File: src/design/pitt_pkg.sv
// ---------------------------------------------------------------------------
// Point-in-triangle test: shared package
// Field width, pipeline stage numbering and the stage control bundle.
// ---------------------------------------------------------------------------
package pitt_pkg;

  // Width of every coordinate field on the input channel.
  localparam int FIELD_W = 16;

  // Pipeline stages, numbered from the input side.
  localparam int NUM_STAGES = 7;
  localparam int ST_DIFF    = 1;  // edge vectors and point offset
  localparam int ST_PROD    = 2;  // coordinate products
  localparam int ST_DOT     = 3;  // dot products
  localparam int ST_PART    = 4;  // partial products of the wide multiplies
  localparam int ST_WIDE    = 5;  // full wide products
  localparam int ST_NUM     = 6;  // denominator and barycentric numerators
  localparam int ST_OUT     = 7;  // result register

  typedef logic signed [FIELD_W-1:0] pitt_field_t;

  // Load enables for every stage register, driven by the top level.
  typedef struct packed {
    logic [NUM_STAGES:1] en;
  } pitt_ctrl_t;

endpackage

File: src/design/pitt_wmul.sv
// ---------------------------------------------------------------------------
// Point-in-triangle test: two-stage wide signed multiplier
// Splits each operand into halves, registers four partial products, then
// adds them with the proper weights into the full-width product.
// ---------------------------------------------------------------------------
module pitt_wmul
  import pitt_pkg::*;
#(
  parameter  int OP_W  = 36,
  localparam int LO_W  = OP_W / 2,
  localparam int HI_W  = OP_W - LO_W,
  localparam int RES_W = 2 * OP_W
) (
  input  logic                    clk,
  input  pitt_ctrl_t              ctrl,
  input  logic signed [OP_W-1:0]  a_i,
  input  logic signed [OP_W-1:0]  b_i,
  output logic signed [RES_W-1:0] p_o
);

  logic signed [LO_W:0]   a_lo, b_lo;
  logic signed [HI_W-1:0] a_hi, b_hi;

  logic signed [2*LO_W+1:0]    ll_r, ll_nxt;
  logic signed [LO_W+HI_W:0]   lh_r, lh_nxt;
  logic signed [LO_W+HI_W:0]   hl_r, hl_nxt;
  logic signed [2*HI_W-1:0]    hh_r, hh_nxt;
  logic signed [RES_W-1:0]     p_r,  p_nxt;

  // The low halves are unsigned, so they get a zero sign bit.
  assign a_lo = $signed({1'b0, a_i[LO_W-1:0]});
  assign b_lo = $signed({1'b0, b_i[LO_W-1:0]});
  assign a_hi = a_i[OP_W-1:LO_W];
  assign b_hi = b_i[OP_W-1:LO_W];

  always_comb begin
    ll_nxt = a_lo * b_lo;
    lh_nxt = a_lo * b_hi;
    hl_nxt = a_hi * b_lo;
    hh_nxt = a_hi * b_hi;
  end

  always_comb begin
    p_nxt = (RES_W'(hh_r) <<< (2 * LO_W))
          + ((RES_W'(lh_r) + RES_W'(hl_r)) <<< LO_W)
          + RES_W'(ll_r);
  end

  always_ff @(posedge clk) begin
    if (ctrl.en[ST_PART]) begin
      ll_r <= ll_nxt;
      lh_r <= lh_nxt;
      hl_r <= hl_nxt;
      hh_r <= hh_nxt;
    end
    if (ctrl.en[ST_WIDE]) begin
      p_r <= p_nxt;
    end
  end

  assign p_o = p_r;

endmodule

File: config.mk
export PLATFORM = sky130hd
export DESIGN_NAME = pitt_wmul
export DESIGN_NICKNAME = d
export VERILOG_FILES = /design/src/design/pitt_pkg.sv /design/src/design/pitt_wmul.sv
export SDC_FILE = /design/constraint.sdc
export NUM_CORES = 2
export LEC_CHECK = 0
export BUFFER_PORTS_ARGS = -buffer_cell sky130_fd_sc_hd__buf_2
export CELL_PAD_IN_SITES_DETAIL_PLACEMENT = 0
export CELL_PAD_IN_SITES_GLOBAL_PLACEMENT = 1
export CORE_MARGIN = 10
export CORE_UTILIZATION = 42
export CTS_CLUSTER_SIZE = 40
export DETAILED_ROUTE_END_ITERATION = 8
export GPL_TIMING_DRIVEN = 0
export PLACE_DENSITY_LB_ADDON = 0.12
export SYNTH_ARGS = -nofsm -noshare
export SYNTH_HDL_FRONTEND = slang
export SYNTH_SLANG_ARGS = --single-unit
File: constraint.sdc
create_clock -name clk -period 8.9 [get_ports clk]
set_input_delay 2.67 -clock clk [delete_from_list [all_inputs] [get_ports clk]]
set_output_delay 2.67 -clock clk [all_outputs]
set_load 0.02 [all_outputs]
* After elaboration in Yosys (flattened, before gate mapping)
Cells that the tools add are included.
Cells by class: $mul 4, add/subtract/negate cells 3
Operators with widths (count):
- $add 72x37->72 | 1
- $add 72x56->72 | 1
- $mul 18x18->36 | 2
- $add 37x37->38 | 1
- $mul 18x19->37 | 1
- $mul 19x18->37 | 1
Word-level totals: register bits 218, word-level logic and storage cells 12, output and inout bits 72, bits of input ports 80

* Logic depth before layout (Yosys ltp)
depth after elaboration 3, gate-level depth with buffers 26, gate-level depth less buffers 24

* Worst setup path before layout
Ideal clock, no wire load.
kind input to register, from input b_i[27], to register lh_r[33] (data pin), slack 0.013 ns, setup time 0.258 ns, stages on the path 24, data arrival time 8.629 ns, buffers on the path 2, data required time 8.642 ns, cells stage by stage clkbuf_1 > clkbuf_1 > nand2_1 > fa_1 > inv_1 > fa_1 > inv_1 > fa_1 > inv_1 > fa_1 > fa_1 > inv_1 > fa_1 > inv_1 > ha_1 > a21oi_1 > o21ai_1 > a221o_1 > a221o_1 > a31o_2 > o41ai_4 > o211ai_1 > o21ai_1 > xnor2_1
Between the ends: longest elaborated chain between the ends 1
Ends and longest elaborated chain:
- from (decl) | line pitt_wmul.sv:17 | input logic signed [OP_W-1:0] b_i,
- $mul 19x18->37 | line pitt_wmul.sv:38 | lh_nxt = a_lo * b_hi;
- named net lh_nxt[33] | line pitt_wmul.sv:25 | logic signed [LO_W+HI_W:0] lh_r, lh_nxt;
- to (signal assigned) | line pitt_wmul.sv:52 | lh_r <= lh_nxt;
- to (decl) | line pitt_wmul.sv:25
The timed path passes the listed nets, and every way through them passes these cells. A chain may end at the register's enable or synchronous reset.

* Worst setup path in the final report
from input b_i[35], to register hh_r[35] (data pin)
Between the ends: longest elaborated chain between the ends 1
Ends and longest elaborated chain:
- $mul 18x18->36 | line pitt_wmul.sv:40 | hh_nxt = a_hi * b_hi;
- named net hh_nxt[35] | line pitt_wmul.sv:27 | logic signed [2*HI_W-1:0] hh_r, hh_nxt;
- to (signal assigned) | line pitt_wmul.sv:54 | hh_r <= hh_nxt;
- to (decl) | line pitt_wmul.sv:27
The timed path passes the listed nets, and every way through them passes these cells.

==> results by stage <==
Setup path:
- Traced cell by cell, the critical path runs through buf_4 -> clkinvlp_4 -> buf_2 -> nor2_1 -> fa_1 -> fa_1 -> fa_1 -> fa_1 -> fa_1 -> inv_1 -> fa_1 -> inv_1 -> ha_2 -> and4_1 -> nand2_1 -> o31ai_4 -> o21ai_2 -> o211ai_1 -> a311oi_2 -> o41ai_2 -> a21oi_1 -> xnor2_1.
- The timing endpoint of the critical path is hh_r[35].
- The number of cells on the worst reg-to-reg path is 21.
- Along the worst path, the maximum fanout reaches 11.
- The longest individual stage delay on the worst path is 0.55 ns.
- In this run the critical register-to-register path is launched from lh_r[16].
- The cell type of the slowest stage on the worst timing path is sky130_fd_sc_hd__fa_1.
- The first element of the critical path is b_i[35].
- The kind of capture point of the worst setup path is a flop.
- In this run the critical register-to-register path is captured at p_o[70].
- The sort of element at the start of the critical path is an input pin.
- The cell occurring most often along the worst timing path is sky130_fd_sc_hd__fa_1.
- The register-to-register path setup slack is 1.09 ns.
- The data arrival time of the critical path is 9.18 ns.
- Data on the critical path is required at its endpoint by 9.32 ns.
- The worst setup path is of the input pin to flop kind.

Logic synthesis:
- Synthesis handed over a netlist of 5901 instances.
- The per-instance average area after synthesis is 9.38 sq um.
- For this run, asynchronously set or reset flops after synthesis account for 0.
- During synthesis, Yosys emitted a total of 0 warnings.
- The most used flip-flop cell after synthesis is sky130_fd_sc_hd__edfxtp_1.
- The post-synthesis register bit count is 218.
- The net count of the mapped netlist is 7639.
- The share of synthesized area occupied by flip-flops and latches is 0.118.
- Yosys mapped a number of flops with a built-in enable equal to 218.
- The synthesized netlist occupies a cell area of 55300 sq um.
- The distinct cell type count of the synthesized netlist is 75.

Timing:
- Headroom to the max-slew limit came out at 0.268.
- The setup skew after layout is 0.0206 ns.
- The final number of hold-violating endpoints is 0.
- The worst path in the final design needs a cycle of 8.76 ns, including I/O delays and setup.
- The maximum achievable frequency is 114 MHz.
- The count of pins over their slew limit is 0.
- In the finished design, the share of the clock period the worst path needs comes to 0.984.
- Setup violations remaining at the end of the flow were counted as 0.
- The transition time at the pin with the least slew margin is 1.09 ns.
- The hold slack is 0.417 ns.

CTS:
- The clock tree from TritonCTS is done.
- Counting every sink on the clock net gives 218.
- The cts-stage hold buffer count is 0.
- The clock passes through at most 3 buffers.
- After clock tree synthesis, the clock-pin slew on the worst setup and hold paths is 0.05 ns.
- CTS placed an instance of sky130_fd_sc_hd__clkbuf_16 at the clock tree root.
- The CTS H-tree depth is 1.
- The clock latency of the later-clocked register in the worst-skew pair is 0.61 ns.
- Counting the buffers created by CTS gives 29.

Worst hold path:
- The type of the most critical hold path is flop to flop.

Finish:
- The growth of design area from synthesis to finish is 10.5%.
- The layout cell share with drive strength beyond 1 is 0.0826.
- For this run, the post-layout net count is 7784.
- After routing the design area is 61100 sq um.

Drt:
- Dividing the detail-routed via count by the number of cells gives 5.28.
- The total wire length is 197000 um.
- The initial detailed-routing violation count is 3451.
- Summing over every cut layer, the via total after detailed routing is 41.3k.
- The post-detailed-route wirelength per cell is 25.2 um.
- The first detailed-routing pass ran for 5 iterations.
- The DRC violations left is 0.
- The count of nets left with antenna violations once routing finished came out at 0.

Floorplanning:
- Pin placement for this block handled 152 I/O pins.
- The area of the die is 147000 sq um.
- The chip height is 383 um.
- For this configuration, the core starts out at a cell density of 0.422.
- The number of cell rows is 133.
- The floorplan step defined a core boundary enclosing 131000 sq um.
- The die is 383 um wide.

GRT:
- The number of global-route vias before repair is 43.5k.
- The met2 track demand over resource is 0.413.
- The global routing usage on met1 is 0.389.
- The remaining global-route overflow is 0.
- Entering global routing, the biggest net connects 96 pins.
- In the global route stage, met3 resource usage came out at 0.0479.
- In the global route stage, overall resource usage came out at 0.271.
- The initial antenna violation count was 34.
- The wire length of the first global-routing pass is 292000 um.
- In this run the most used layer during global routing was met2.

Place:
- Buffers placed on the I/O ports in this run total 101.
- Once placement finished, the instance area stood at 58100 sq um.
- Routability-driven placement finished with a final weighted congestion of 0.933.
- The placed wire-length estimate after detailed placement is 163000 um.

Run:
- Across the run, the number of max-cap violations was 0.

Run status:
- The flow ran to the end, and the final reports show no timing, DRC or antenna violations.
==> layout by cell type (no fill, tap or decap), drive strengths merged, types with 6 or more instances in the layout <==
cell type  count
a221oi         6
o21bai        36
a211oi        11
nand4         17
inv         1327
a21boi         6
a211o          6
nor2b         17
nor2         130
buf          228
clkbuf       200
nor4          11
a31oi         20
nand2b        44
xor2          49
a31o           8
or3            8
o31ai         12
diode          7
edfxtp       218
o21ai        106
clkinv        13
o21a          37
xnor2        152
ha           559
fa          1099
a21oi        165
nor3          20
o211ai        14
nand2        696
nand3         31
a21o          87
and2         638
and3          16
==> through the flow <==
step            util  std cells  setup WS (ns)  TNS (ns)
5_1_grt        0.466       7823        -0.0189   -0.0404
4_1_cts        0.461       7817        -0.0304   -0.0304
3_5_place_dp   0.443       7759          -2.34   -105.33
6_report       0.466       7829          0.141         0
3_3_place_gp   0.443       7757          -2.29   -105.84
2_1_floorplan      -       5901         0.0129         0
==> routing by layer <==
metal  wire length, um  part of all wire  up-vias
met4              7530             0.038       16
met2             84500              0.43     1517
met5               115           0.00058        -
met3             16800             0.085      273
met1             88400              0.45    21300
li1                  -                 -    18200
==> synthesized netlist by cell type (4+ instances only) <==
master / instances / area (sq um)
sky130_fd_sc_hd__inv_1: 1327 / 4980
sky130_fd_sc_hd__fa_1: 1099 / 22000
sky130_fd_sc_hd__nand2_1: 696 / 2610
sky130_fd_sc_hd__and2_1: 638 / 3990
sky130_fd_sc_hd__ha_1: 559 / 6990
sky130_fd_sc_hd__clkbuf_1: 278 / 1040
sky130_fd_sc_hd__edfxtp_1: 218 / 6550
sky130_fd_sc_hd__a21oi_1: 162 / 811
sky130_fd_sc_hd__xnor2_1: 152 / 1330
sky130_fd_sc_hd__nor2_1: 130 / 488
sky130_fd_sc_hd__a21o_1: 87 / 653
sky130_fd_sc_hd__o21ai_0: 86 / 430
sky130_fd_sc_hd__xor2_1: 49 / 429
sky130_fd_sc_hd__nand2b_1: 44 / 275
sky130_fd_sc_hd__o21a_1: 37 / 278
sky130_fd_sc_hd__o21bai_1: 36 / 270
sky130_fd_sc_hd__nand3_1: 31 / 155
sky130_fd_sc_hd__a31oi_1: 20 / 125
sky130_fd_sc_hd__nor3_1: 20 / 100
sky130_fd_sc_hd__o21ai_1: 19 / 95.1
sky130_fd_sc_hd__nand4_1: 17 / 106
sky130_fd_sc_hd__nor2b_1: 17 / 106
sky130_fd_sc_hd__and3_1: 16 / 100
sky130_fd_sc_hd__o211ai_1: 14 / 105
sky130_fd_sc_hd__a211oi_1: 11 / 82.6
sky130_fd_sc_hd__nor4_1: 11 / 68.8
sky130_fd_sc_hd__o31ai_1: 9 / 67.6
sky130_fd_sc_hd__or3_1: 8 / 50.1
sky130_fd_sc_hd__a31o_2: 7 / 61.3
sky130_fd_sc_hd__a211o_1: 6 / 52.6
sky130_fd_sc_hd__a21boi_0: 6 / 45.0
sky130_fd_sc_hd__a221o_1: 5 / 50.1
sky130_fd_sc_hd__a221oi_1: 5 / 43.8
sky130_fd_sc_hd__nand4b_1: 5 / 43.8
sky130_fd_sc_hd__o2111ai_1: 5 / 43.8
sky130_fd_sc_hd__a2111oi_0: 4 / 35.0
sky130_fd_sc_hd__a311oi_1: 4 / 35.0
sky130_fd_sc_hd__a32o_1: 4 / 40.0
sky130_fd_sc_hd__o311ai_0: 4 / 35.0
==> cell families (layout without fill, tap and decap cells) <==
family                   after synthesis  in the layout  share of synthesized area
other                                  0              7                          0
flip-flops                           218            218                      0.118
multiplexers                           1              1                   0.000181
AND/OR/NAND/NOR                     1645           1645                      0.148
adder cells (fa/ha/maj)             1658           1658                      0.524
XOR/XNOR                             202            202                     0.0322
AO/OA/AOI/OAI                        568            568                     0.0681
buffers and inverters               1609           1775                      0.109
==> registers in the layout, indices dropped and copies added, names as in the netlist <==
signal	flops
hh_r	36
hl_r	37
lh_r	37
ll_r	36
p_o	72
==> worst min-delay path by stage <==
stage	start	to	cells past startpoint
2_1_floorplan	ll_r[0]	p_o[0]	0
3_3_place_gp	ll_r[8]	p_o[8]	0
3_5_place_dp	ll_r[0]	p_o[0]	0
4_1_cts	ll_r[0]	p_o[0]	0
5_1_grt	ll_r[14]	p_o[14]	0
6_report	ll_r[0]	p_o[0]	0
==> cell type report <==
cell class | count | area, sq um
fill | 13000 | 70000
multi-input combinational | 4074 | 43200
sequential | 218 | 6550
inverter | 1328 | 4990
buffer | 276 | 2580
tap | 1755 | 2200
timing repair buffer | 119 | 752
clock buffer | 33 | 741
clock inverter | 19 | 158
antenna | 7 | 17.5
==> worst max-delay path: cells and delay by family <==
family / cells / cell delay [ns]
and+or+nand+nor: 3 / 0.52
xor gates and xnor gates: 1 / 0.25
AOI/OAI and AO/OA: 6 / 1.58
adders and majority gates: 7 / 3.32
buffers and inverters: 5 / 0.82
==> what timing repair did <==
item | in CTS | in global routing
buffers inserted | 7 | 9
cloned | 0 | 0
pin swaps | 8 | 19
gates resized for setup | 501 | 383
setup endpoints to repair | 71 | 31
Power is not shown: default switching activity piles up to over one toggle a cycle in this logic, so the estimate is an artifact.
