==> config.mk <==
export PLATFORM = sky130hd
export DESIGN_NAME = pitt_decide
export DESIGN_NICKNAME = d
export VERILOG_FILES = /design/src/design/pitt_pkg.sv /design/src/design/pitt_decide.sv
export SDC_FILE = /design/constraint.sdc
export NUM_CORES = 1
export LEC_CHECK = 0
export BUFFER_PORTS_ARGS = -buffer_cell sky130_fd_sc_hd__buf_2
export CAP_MARGIN = 10
export CELL_PAD_IN_SITES_DETAIL_PLACEMENT = 1
export CELL_PAD_IN_SITES_GLOBAL_PLACEMENT = 1
export CORE_ASPECT_RATIO = 0.8
export CORE_MARGIN = 5
export CORE_UTILIZATION = 35
export CTS_CLUSTER_DIAMETER = 100
export DETAILED_ROUTE_END_ITERATION = 8
export PLACE_DENSITY_LB_ADDON = 0.1
export SETUP_SLACK_MARGIN = 0.02
export SYNTH_ARGS = -nofsm -noshare
export SYNTH_HDL_FRONTEND = slang
export SYNTH_SLANG_ARGS = --single-unit
==> constraint.sdc <==
create_clock -name clk -period 3.5 [get_ports clk]
set_input_delay 0.35 -clock clk [delete_from_list [all_inputs] [get_ports clk]]
set_output_delay 0.35 -clock clk [all_outputs]
set_load 0.01 [all_outputs]
==> src/design/pitt_pkg.sv <==
// ---------------------------------------------------------------------------
// Point-in-triangle test: shared package
// Field width, pipeline stage numbering and the stage control bundle.
// ---------------------------------------------------------------------------
package pitt_pkg;

  // Width of every coordinate field on the input channel.
  localparam int FIELD_W = 16;

  // Pipeline stages, numbered from the input side.
  localparam int NUM_STAGES = 7;
  localparam int ST_DIFF    = 1;  // edge vectors and point offset
  localparam int ST_PROD    = 2;  // coordinate products
  localparam int ST_DOT     = 3;  // dot products
  localparam int ST_PART    = 4;  // partial products of the wide multiplies
  localparam int ST_WIDE    = 5;  // full wide products
  localparam int ST_NUM     = 6;  // denominator and barycentric numerators
  localparam int ST_OUT     = 7;  // result register

  typedef logic signed [FIELD_W-1:0] pitt_field_t;

  // Load enables for every stage register, driven by the top level.
  typedef struct packed {
    logic [NUM_STAGES:1] en;
  } pitt_ctrl_t;

endpackage

==> src/design/pitt_decide.sv <==
// ---------------------------------------------------------------------------
// Point-in-triangle test: decision stages
// Forms the denominator and both numerators, then applies the inside test.
// ---------------------------------------------------------------------------
module pitt_decide
  import pitt_pkg::*;
#(
  parameter  int OP_W  = 72,
  localparam int NUM_W = OP_W + 1,
  localparam int SUM_W = OP_W + 3
) (
  input  logic                   clk,
  input  pitt_ctrl_t             ctrl,
  input  logic signed [OP_W-1:0] p11_00_i,
  input  logic signed [OP_W-1:0] p01_01_i,
  input  logic signed [OP_W-1:0] p00_1q_i,
  input  logic signed [OP_W-1:0] p01_0q_i,
  input  logic signed [OP_W-1:0] p11_0q_i,
  input  logic signed [OP_W-1:0] p01_1q_i,
  output logic                   inside_o,
  output logic                   degen_o
);

  logic signed [NUM_W-1:0] den_r, den_nxt;
  logic signed [NUM_W-1:0] un_r,  un_nxt;
  logic signed [NUM_W-1:0] vn_r,  vn_nxt;
  logic signed [SUM_W-1:0] diff;
  logic                    inside_r, inside_nxt;
  logic                    degen_r,  degen_nxt;

  always_comb begin
    den_nxt = NUM_W'(p11_00_i) - NUM_W'(p01_01_i);
    un_nxt  = NUM_W'(p00_1q_i) - NUM_W'(p01_0q_i);
    vn_nxt  = NUM_W'(p11_0q_i) - NUM_W'(p01_1q_i);
  end

  // Inside when U >= 0, V >= 0 and U + V < D; a zero denominator is never inside.
  always_comb begin
    diff       = SUM_W'(un_r) + SUM_W'(vn_r) - SUM_W'(den_r);
    degen_nxt  = (den_r == '0);
    inside_nxt = !degen_nxt && !un_r[NUM_W-1] && !vn_r[NUM_W-1] && diff[SUM_W-1];
  end

  always_ff @(posedge clk) begin
    if (ctrl.en[ST_NUM]) begin
      den_r <= den_nxt;
      un_r  <= un_nxt;
      vn_r  <= vn_nxt;
    end
    if (ctrl.en[ST_OUT]) begin
      inside_r <= inside_nxt;
      degen_r  <= degen_nxt;
    end
  end

  assign inside_o = inside_r;
  assign degen_o  = degen_r;

endmodule
* Word level (Yosys, flattened, before mapping) *
Index checks and enable logic that the tools add are counted.

operators by class
  equal/unequal tests = 0
  mux-type cells = 0
  divide/modulo/power cells = 0
  reduce and logical (&&, ||, !) cells = 7
  $add $sub $neg = 5
  multiply operators = 0
  $lt $le $gt $ge = 0
  bitwise gates (word level) = 0
  shift-type cells = 0

operators with widths
  kind                                            count
  72-bit by 72-bit subtractor with 73-bit output  3
  74-bit by 73-bit subtractor with 75-bit output  1
  73-bit by 73-bit adder with 74-bit output       1
  73-bit zero test                                1
  1-bit logical AND                               3
  1-bit zero test                                 3

storage, ports and cells
  memories = 0
  bits in read-only memories = 0
  word-level logic and storage cells = 17
  output and inout bits = 2
  input bits = 440
  bits in writable memories = 0
  register bits = 221
  latch bits = 0

* Logic depth before layout (Yosys ltp) *
Gate-level depths: netlist of the first run.

  depth in word-level cells = 5
  mapped depth = 15
  depth with buffers taken out = 15

* Least setup slack after synthesis of the first run *
OpenSTA, ideal clock, no wires.

  kind = input -> register
  start = input p01_1q_i[2]
  end = register vn_r[66] (data pin)
  setup time = 0.266 ns
  stages = 13
  path slack = 0.306 ns
  data required time = 3.234 ns
  data arrival time = 2.928 ns
  path buffers = 0
  cell sequence = inv_1 ha_1 nor2b_1 o21a_1 o21ai_1 or4b_1 a211oi_2 o31ai_1 a21oi_2 o2111ai_1 a31oi_1 o21ai_1 xor2_1

on the way
  longest elaborated chain between the ends = 1

ends and longest elaborated chain
  element                                         line               source
  start, declared                                 pitt_decide.sv:19  input logic signed [OP_W-1:0] p01_1q_i,
  72-bit by 72-bit subtractor with 73-bit output  pitt_decide.sv:34  vn_nxt = NUM_W'(p11_0q_i) - NUM_W'(p01_1q_i);
  net vn_nxt[66]                                  pitt_decide.sv:26  logic signed [NUM_W-1:0] vn_r, vn_nxt;
  end signal, assigned                            pitt_decide.sv:48  vn_r <= vn_nxt;
  end, declared                                   pitt_decide.sv:26

The timed path passes the listed nets, and every way through them passes these cells.
A chain may end at the register's enable or synchronous reset.

* Worst setup path in the final report of the first run *
  start = register den_r[11]
  end = register inside_r (netlist: inside_o) (data pin)

on the way
  longest elaborated chain between the ends = 5
  elaborated cells on any way between the ends = 6
  classes of those cells = 1 x add/sub; 5 x reduce/logical

ends and longest elaborated chain
  element                                                                                 line               source
  start, declared                                                                         pitt_decide.sv:24  logic signed [NUM_W-1:0] den_r, den_nxt;
  start signal, assigned                                                                  pitt_decide.sv:46  den_r <= den_nxt;
  branches (longest 4 deep; another with 74-bit by 73-bit subtractor with 75-bit output)  -
  1-bit logical AND (*)                                                                   pitt_decide.sv:41  inside_nxt = !degen_nxt && !un_r[NUM_W-1] && !vn_r[NUM_W-1] && diff[SUM_W-1];
  net inside_nxt                                                                          pitt_decide.sv:28  logic inside_r, inside_nxt;
  end signal, assigned                                                                    pitt_decide.sv:51  inside_r <= inside_nxt;
  end, declared                                                                           pitt_decide.sv:28

Mark *: on every way through the listed nets, which the timed path passes.

==> summary.txt, run 1 <==
result of the run: finished clean
achievable frequency: 300 MHz
worst hold path endpoint: vn_r[0]$_DFFE_PP_
starting DRC count in detailed routing: 1089
path type of the worst setup path: flip-flop to flip-flop
critical path cell sequence: fa_1 > inv_1 > ha_1 > a21o_1 > a21o_1 > a21oi_1 > nor2_1 > a211oi_2 > o41ai_2 > a21oi_2 > nor4b_4 > o21ai_2 > a31oi_1 > o21ai_1
Worst path most repeated cell: sky130_fd_sc_hd__a21o_1
Max IR drop VDD: 344 µV
total clock sinks: 221
Placed Instances: 4354
Net Sw Frac: 38.7%
# DRC: 0
TritonCTS clock tree: built
flip-flop and latch area: 6640 µm²
layout cells sized above 1: 21.0%
number of core rows: 86
final wirelength: 90900 µm
area used by multi-input combinational logic: 15300 µm²
Clock Power Share: 23.1%
remaining global-route overflow: 0
max capacitance violation total: 0
Hold Crit Depth: 3
number of post-CTS setup repair buffers: 0
fraction of registers with async set or reset after synthesis: 0%
highest fanout seen on the critical path: 2
number of vias after detailed routing: 22797
initial core utilization: 35.3%
Pre-Repair DR Iteration Count: 5
global-route wire length before repair: 138000 µm
final number of max-transition violations: 0
part of the Yosys area used for sequential elements: 27.3%
count of buffers inserted at the top-level ports: 436
vertical die dimension: 246 µm
kind of path behind the tightest hold check: input pin to flip-flop
dominant cells by area after synthesis: sky130_fd_sc_hd__edfxtp_1 27%, sky130_fd_sc_hd__ha_1 15%, sky130_fd_sc_hd__inv_1 8.4%
sequential group share of total power: 31.6%
share of the clock period used by the worst path: 95.1%
clock tree root driver cell: sky130_fd_sc_hd__clkbuf_16
clock-pin slew on the worst setup and hold paths: 60 ps
Crit path arrival time: 3740 ps
Die Wd: 304 µm
fraction of post-synthesis cell area in the top cell type by area: 27.3%
vias in the first global route: 23985
Slew @ Worst Pin: 851 ps
Setup Skew: 10.9 ps
Int Pwr: 7730 µW
reg-to-reg startpoint: den_r[11]$_DFFE_PP_
area of the core region: 68800 µm²
number of cells on the worst reg-to-reg path: 14
count of cell types in the netlist: 74
top-level port count: 442
number of endpoints with negative hold slack in the final report: 0
Post-synth top flop: sky130_fd_sc_hd__edfxtp_1
data required time of the worst path: 3910 ps
launch point of the worst hold path: p01_1q_i[0]
Synthesized Nets: 3678
insertion delay of the later-clocked pin in the worst-skew pair: 560 ps
power density cells: 422 nW/µm²
capture point of the worst reg-to-reg path: inside_o$_DFFE_PP_
Design Power: 12600 µW
register bit total from synthesis: 221
static leakage: 0.0150 µW
number of standard cells in the layout, taps in and fillers out: 4409
deepest clock path buffer count: 3
maximum number of pins on one net before global-route repair: 76
worst reg2reg setup slack: 170 ps
antenna viol nets, final: 0
Max-Slew Margin vs Limit: 42.5%
overall global routing resource usage: 23.4%
post-synthesis average cell area: 8.45 µm²
kind of launch point of the worst setup path: flip-flop
cells after synthesis: 2873
Avg Vias per Cell: 5.17
delay contributed by the slowest stage of the critical path: 580 ps
detailed-placement wirelength estimate: 78900 µm
synth cell count leaders: 540 x sky130_fd_sc_hd__inv_1, 297 x sky130_fd_sc_hd__a21oi_1, 290 x sky130_fd_sc_hd__ha_1
setup repair after global routing missed its margin: false
cell type with the largest total area after synthesis: sky130_fd_sc_hd__edfxtp_1
fin nets: 4265
switching power total: 4870 µW
total clock buffers created by CTS: 27
level count of the clock H-tree: 1
final setup vio count: 0
cell with the largest stage delay on the worst path: sky130_fd_sc_hd__fa_1
antenna violations before repair: 9
last weighted congestion value of the routability-driven placer: 0.902
detailed-route wire length per cell: 20.6 µm
P&R area growth vs syn: 23.0%
Post-synth EDFFs: 221
Die Footprint: 74700 µm²
logic gate share of total power: 45.3%
netlist area before placement: 24300 µm²
time the final worst path needs with I/O delays and setup: 3330 ps
most instantiated library cell after synthesis: sky130_fd_sc_hd__inv_1
Setup crit end kind: flip-flop
total of warnings raised by yosys: 0
fillers: 8368
[layout make-up]
cell class                 count  area share (%)
multi-input combinational   2025            51.3
sequential                   221            22.2
timing repair buffer         645            12.7
inverter                     540            6.79
tap                          924            3.87
clock buffer                  29            2.29
clock inverter                20           0.788
antenna                        5          0.0419
[layout by cell type, fill, tap and decap left out, types with 19 or more instances in the layout]
cell | netlist | final
sky130_fd_sc_hd__a21o_1 | 135 | 135
sky130_fd_sc_hd__a21oi_1 | 297 | 295
sky130_fd_sc_hd__a31oi_1 | 19 | 19
sky130_fd_sc_hd__buf_2 | 4 | 435
sky130_fd_sc_hd__buf_4 | 0 | 206
sky130_fd_sc_hd__clkbuf_16 | 0 | 27
sky130_fd_sc_hd__edfxtp_1 | 221 | 221
sky130_fd_sc_hd__fa_1 | 75 | 75
sky130_fd_sc_hd__ha_1 | 290 | 290
sky130_fd_sc_hd__inv_1 | 540 | 540
sky130_fd_sc_hd__nand2_1 | 173 | 173
sky130_fd_sc_hd__nand2b_1 | 33 | 33
sky130_fd_sc_hd__nand3_1 | 39 | 39
sky130_fd_sc_hd__nand4_1 | 97 | 97
sky130_fd_sc_hd__nor2_1 | 125 | 125
sky130_fd_sc_hd__nor2b_1 | 27 | 27
sky130_fd_sc_hd__nor3_1 | 35 | 35
sky130_fd_sc_hd__nor4_1 | 29 | 29
sky130_fd_sc_hd__o21a_1 | 30 | 30
sky130_fd_sc_hd__o21ai_0 | 157 | 155
sky130_fd_sc_hd__o21bai_1 | 52 | 52
sky130_fd_sc_hd__o31ai_1 | 19 | 19
sky130_fd_sc_hd__xnor2_1 | 129 | 129
sky130_fd_sc_hd__xor2_1 | 77 | 77
[sequential cells by signal, indices dropped and copies added, names as in the netlist]
| signal | count |
|---|---|
| degen_o | 1 |
| den_r | 73 |
| inside_o | 1 |
| un_r | 73 |
| vn_r | 73 |
[cell families after synthesis]
family / count (synthesis) / share of synthesized area (%)
adders and majority gates: 365 / 21.1
DFF: 221 / 27.3
xor gates and xnor gates: 206 / 7.43
AOI/OAI and AO/OA: 838 / 21.8
and+or+nand+nor: 616 / 12.6
buffers and inverters: 627 / 9.72
[repair_timing]
item / 4_1_cts / 5_1_grt
hold buffers: 1 / 0
endpoints found under the setup margin: 1 / 2
pin swaps: 2 / 2
resized for setup: 4 / 6
cloned: 0 / 0
endpoints found under the hold margin: 2 / 0
[worst max-delay path by stage]
stage                          end  cells after the start  slack [ps]                start
2_1_floorplan   vn_r[66]$_DFFE_PP_                     13         310          p01_1q_i[2]
3_3_place_gp    vn_r[71]$_DFFE_PP_                     18        -440          p01_1q_i[3]
3_5_place_dp    vn_r[71]$_DFFE_PP_                     18        -440          p01_1q_i[2]
4_1_cts         inside_o$_DFFE_PP_                     14          50   den_r[1]$_DFFE_PP_
5_1_grt        den_r[69]$_DFFE_PP_                     17          20          p01_01_i[1]
6_report        inside_o$_DFFE_PP_                     14         170  den_r[11]$_DFFE_PP_
[critical path, delay by kind of cell (launching register included)]
family,cells,cell delay [ps]
AOI/OAI and AO/OA,9,1560
adders and majority gates,2,900
DFF,1,520
and+or+nand+nor,2,150
buffers and inverters,1,50
[power by group through the flow]
stage / clock (µW) / sequential [µW] / combinational, µW
3_3_place_gp: 0 / 4010 / 5370
6_report: 2900 / 3980 / 5710
4_1_cts: 2990 / 3970 / 5700
2_1_floorplan: 0 / 3740 / 3570
5_1_grt: 3100 / 4020 / 6450
3_5_place_dp: 0 / 4020 / 5610
[through the flow]
stage          area, µm²  setup slack (ps)  hold slack (ps)  TNS, ps  util (%)
6_report           29900               172              178        0      43.4
5_1_grt            29900              20.5              165        0      43.4
4_1_cts            29800              45.2              148        0      43.4
3_5_place_dp       28900              -442              571    -6270      42.0
3_3_place_gp       28900              -445              569    -3870      42.0
2_1_floorplan      24300               306              462        0         -
[per-layer routing]
layer	up-vias	track usage [%]	share of wire, %
met5	-	0	0
li1	11181	-	-
met4	0	5.15	1.9
met2	572	34.4	41
met1	10971	36.9	52
met3	73	2.41	5.0
No activity file was read; power rests on OpenSTA's default activity.
==> run 2: changes to the inputs <==
==> constraint.sdc (replaced) <==
create_clock -name clk -period 3.5 [get_ports clk]
set_input_delay 0.525 -clock clk [delete_from_list [all_inputs] [get_ports clk]]
set_output_delay 0.525 -clock clk [all_outputs]
set_load 0.01 [all_outputs]
==> run 2 against run 1 <==
Cell count up 2.8%. Largest power group unchanged. Maximum frequency down 0.72%. Register-to-register slack about the same.
==> summary.txt, run 2 (synthesis gave the netlist of run 1 again) <==
data required time of the worst path: 3850 ps (was 3910 ps)
Placed Instances: 4476 (was 4354)
vertical die dimension: 246 µm (unchanged)
final number of max-transition violations: 0 (unchanged)
area used by multi-input combinational logic: 15300 µm² (about the same)
final setup vio count: 0 (unchanged)
number of cells on the worst reg-to-reg path: 15 (was 14)
clock tree root driver cell: sky130_fd_sc_hd__clkbuf_16 (unchanged)
number of endpoints with negative hold slack in the final report: 0 (unchanged)
final wirelength: 92600 µm (was 90900 µm)
biggest registers after layout: den_r (73), un_r (73), vn_r (73) (unchanged)
# DRC: 0 (unchanged)
layout cells sized above 1: 23.8% (was 21.0%)
utilization after layout: 44.8% (was 43.4%)
clock-pin slew on the worst setup and hold paths: 60 ps (about the same)
remaining global-route overflow: 0 (unchanged)
area of the core region: 68800 µm² (unchanged)
highest fanout seen on the critical path: 5 (was 2)
flip-flop and latch area: 6640 µm² (unchanged)
Worst path most repeated cell: sky130_fd_sc_hd__a21oi_1 (was sky130_fd_sc_hd__a21o_1)
global-route wire length before repair: 142000 µm (was 138000 µm)
number of vias after detailed routing: 23144 (was 22797)
setup repair after global routing missed its margin: true (was false)
most common cell after layout, fill and taps aside: sky130_fd_sc_hd__inv_1 (unchanged)
total clock buffers created by CTS: 27 (unchanged)
path type of the worst setup path: input pin to flip-flop (was flip-flop to flip-flop)
area of all placed cells without fillers: 30800 µm² (was 29900 µm²)
least setup slack across all paths after layout: 147 ps (was 172 ps)
detailed-placement wirelength estimate: 81200 µm (was 78900 µm)
last weighted congestion value of the routability-driven placer: 0.907 (was 0.902)
kind of launch point of the worst setup path: input pin (was flip-flop)
Pre-Repair DR Iteration Count: 5 (unchanged)
fillers: 8382 (was 8368)
Slew @ Worst Pin: 582 ps (was 851 ps)
kind of path behind the tightest hold check: input pin to flip-flop (unchanged)
deepest clock path buffer count: 3 (unchanged)
initial core utilization: 35.3% (unchanged)
max capacitance violation total: 0 (unchanged)
Setup crit end kind: flip-flop (unchanged)
number of standard cells in the layout, taps in and fillers out: 4532 (was 4409)
vias in the first global route: 24616 (was 23985)
capture point of the worst reg-to-reg path: inside_o$_DFFE_PP_ (unchanged)
antenna violations before repair: 6 (was 9)
total clock sinks: 221 (unchanged)
starting DRC count in detailed routing: 1189 (was 1089)
static leakage: 0.0156 µW (was 0.0150 µW)
Avg Vias per Cell: 5.11 (was 5.17)
power density cells: 417 nW/µm² (was 422 nW/µm²)
P&R area growth vs syn: 27.0% (was 23.0%)
destination of the critical timing path: un_r[43]$_DFFE_PP_ (was inside_o$_DFFE_PP_)
Design Power: 12900 µW (was 12600 µW)
Die Footprint: 74700 µm² (unchanged)
insertion delay of the later-clocked pin in the worst-skew pair: 560 ps (about the same)
worst reg2reg setup slack: 170 ps (about the same)
antenna viol nets, final: 0 (unchanged)
share of the clock period used by the worst path: 95.8% (was 95.1%)
top-level port count: 442 (unchanged)
fin nets: 4390 (was 4265)
maximum number of pins on one net before global-route repair: 65 (was 76)
Max-Slew Margin vs Limit: 60.8% (was 42.5%)
result of the run: finished clean (unchanged)
crit path from: p00_1q_i[4] (was den_r[11]$_DFFE_PP_)
number of core rows: 86 (unchanged)
Max IR drop VDD: 249 µV (was 344 µV)
Setup Skew: 11.2 ps (was 10.9 ps)
placed instance area: 29800 µm² (was 28900 µm²)
level count of the clock H-tree: 1 (unchanged)
achievable frequency: 298 MHz (was 300 MHz)
Die Wd: 304 µm (unchanged)
TritonCTS clock tree: built (unchanged)
cell with the largest stage delay on the worst path: sky130_fd_sc_hd__ha_1 (was sky130_fd_sc_hd__fa_1)
Crit path arrival time: 3700 ps (was 3740 ps)
top library cells by usage in the layout, fill and taps aside: 540 x sky130_fd_sc_hd__inv_1, 435 x sky130_fd_sc_hd__buf_2, 332 x sky130_fd_sc_hd__buf_4 (was 540 x sky130_fd_sc_hd__inv_1, 435 x sky130_fd_sc_hd__buf_2, 295 x sky130_fd_sc_hd__a21oi_1)
count of buffers inserted at the top-level ports: 436 (unchanged)
delay contributed by the slowest stage of the critical path: 360 ps (was 580 ps)
worst slack at placement: -444 ps (was -442 ps)
detailed-route wire length per cell: 20.4 µm (was 20.6 µm)
critical path cell sequence: buf_2 > ha_1 > a21o_2 > a31oi_1 > a211oi_2 > buf_4 > a21oi_1 > o21ai_1 > a21bo_2 > buf_4 > a21oi_1 > o21bai_1 > a21oi_1 > o21bai_1 > xnor2_1 (was fa_1 > inv_1 > ha_1 > a21o_1 > a21o_1 > a21oi_1 > nor2_1 > a211oi_2 > o41ai_2 > a21oi_2 > nor4b_4 > o21ai_2 > a31oi_1 > o21ai_1)
overall global routing resource usage: 23.9% (was 23.4%)
time the final worst path needs with I/O delays and setup: 3350 ps (was 3330 ps)
reg-to-reg startpoint: den_r[1]$_DFFE_PP_ (was den_r[11]$_DFFE_PP_)
[run 2: changes by cell type in the layout (fill, tap and decap cells not counted), moves of 2 or more]
cell and change:
sky130_fd_sc_hd__a2111oi_0 -2, sky130_fd_sc_hd__a2111oi_1 +2, sky130_fd_sc_hd__a211oi_1 -2, sky130_fd_sc_hd__a211oi_2 +2
sky130_fd_sc_hd__buf_4 +126, sky130_fd_sc_hd__clkinv_1 +2, sky130_fd_sc_hd__clkinv_4 -4, sky130_fd_sc_hd__clkinvlp_4 -2
sky130_fd_sc_hd__inv_6 +2, sky130_fd_sc_hd__o41ai_2 -2
[run 2: area by class of cell]
| class | count | area share, % |
|---|---|---|
| tap | 924 | 3.75 |
| multi-input combinational | 2025 | 49.8 |
| antenna | 4 | 0.0325 |
| clock inverter | 18 | 0.743 |
| inverter | 540 | 6.58 |
| timing repair buffer | 770 | 15.3 |
| clock buffer | 30 | 2.23 |
| sequential | 221 | 21.5 |
[run 2: worst min path at each step]
stage | slack (ps) | endpoint | from | cells after the start
finish | 180 | degen_o$_DFFE_PP_ | ctrl[6] | 1
global route | 170 | degen_o$_DFFE_PP_ | ctrl[6] | 1
CTS | 160 | inside_o$_DFFE_PP_ | ctrl[6] | 1
detailed placement | 720 | inside_o$_DFFE_PP_ | vn_r[72]$_DFFE_PP_ | 3
global placement | 710 | inside_o$_DFFE_PP_ | vn_r[72]$_DFFE_PP_ | 3
floorplan | 640 | degen_o$_DFFE_PP_ | ctrl[6] | 0
[run 2: metrics by stage]
stage               hold WS [ps]  TNS (ps)
floorplan                    637         0
CTS                          156         0
detailed placement           720    -16780
finish                       180         0
global placement             707    -12390
global route                 170     -32.0
[run 2: metal layers]
metal  global-route usage (%)  up-vias  share of wire, %
met3                     2.63       63               4.5
met1                     37.8    11152                53
met2                     35.4      489                41
met4                     4.16        2               1.6
met5                        0        -            0.0076
li1                         -    11438                 -
[run 2: power by group]
| part | switching (µW) | leakage (µW) | internal, µW |
|---|---|---|---|
| Clock | 1160 | 0.000451 | 1780 |
| Sequential | 459 | 0.00216 | 3540 |
| Combinational | 3300 | 0.0130 | 2610 |
[run 2: critical path, delay by kind of cell]
family,cells,cell delay (ps)
compound gates,10,2110
xor+xnor,1,300
fa+ha+maj,1,360
buf+inv,3,400
[run 2: what timing repair did]
action / in CTS / in global routing
setup buffers: 1 / 3
setup endpoints to repair: 1 / 11
endpoints found under the hold margin: 0 / 0
gates resized for setup: 4 / 16
hold buffers: 0 / 0
pin swaps: 6 / 10
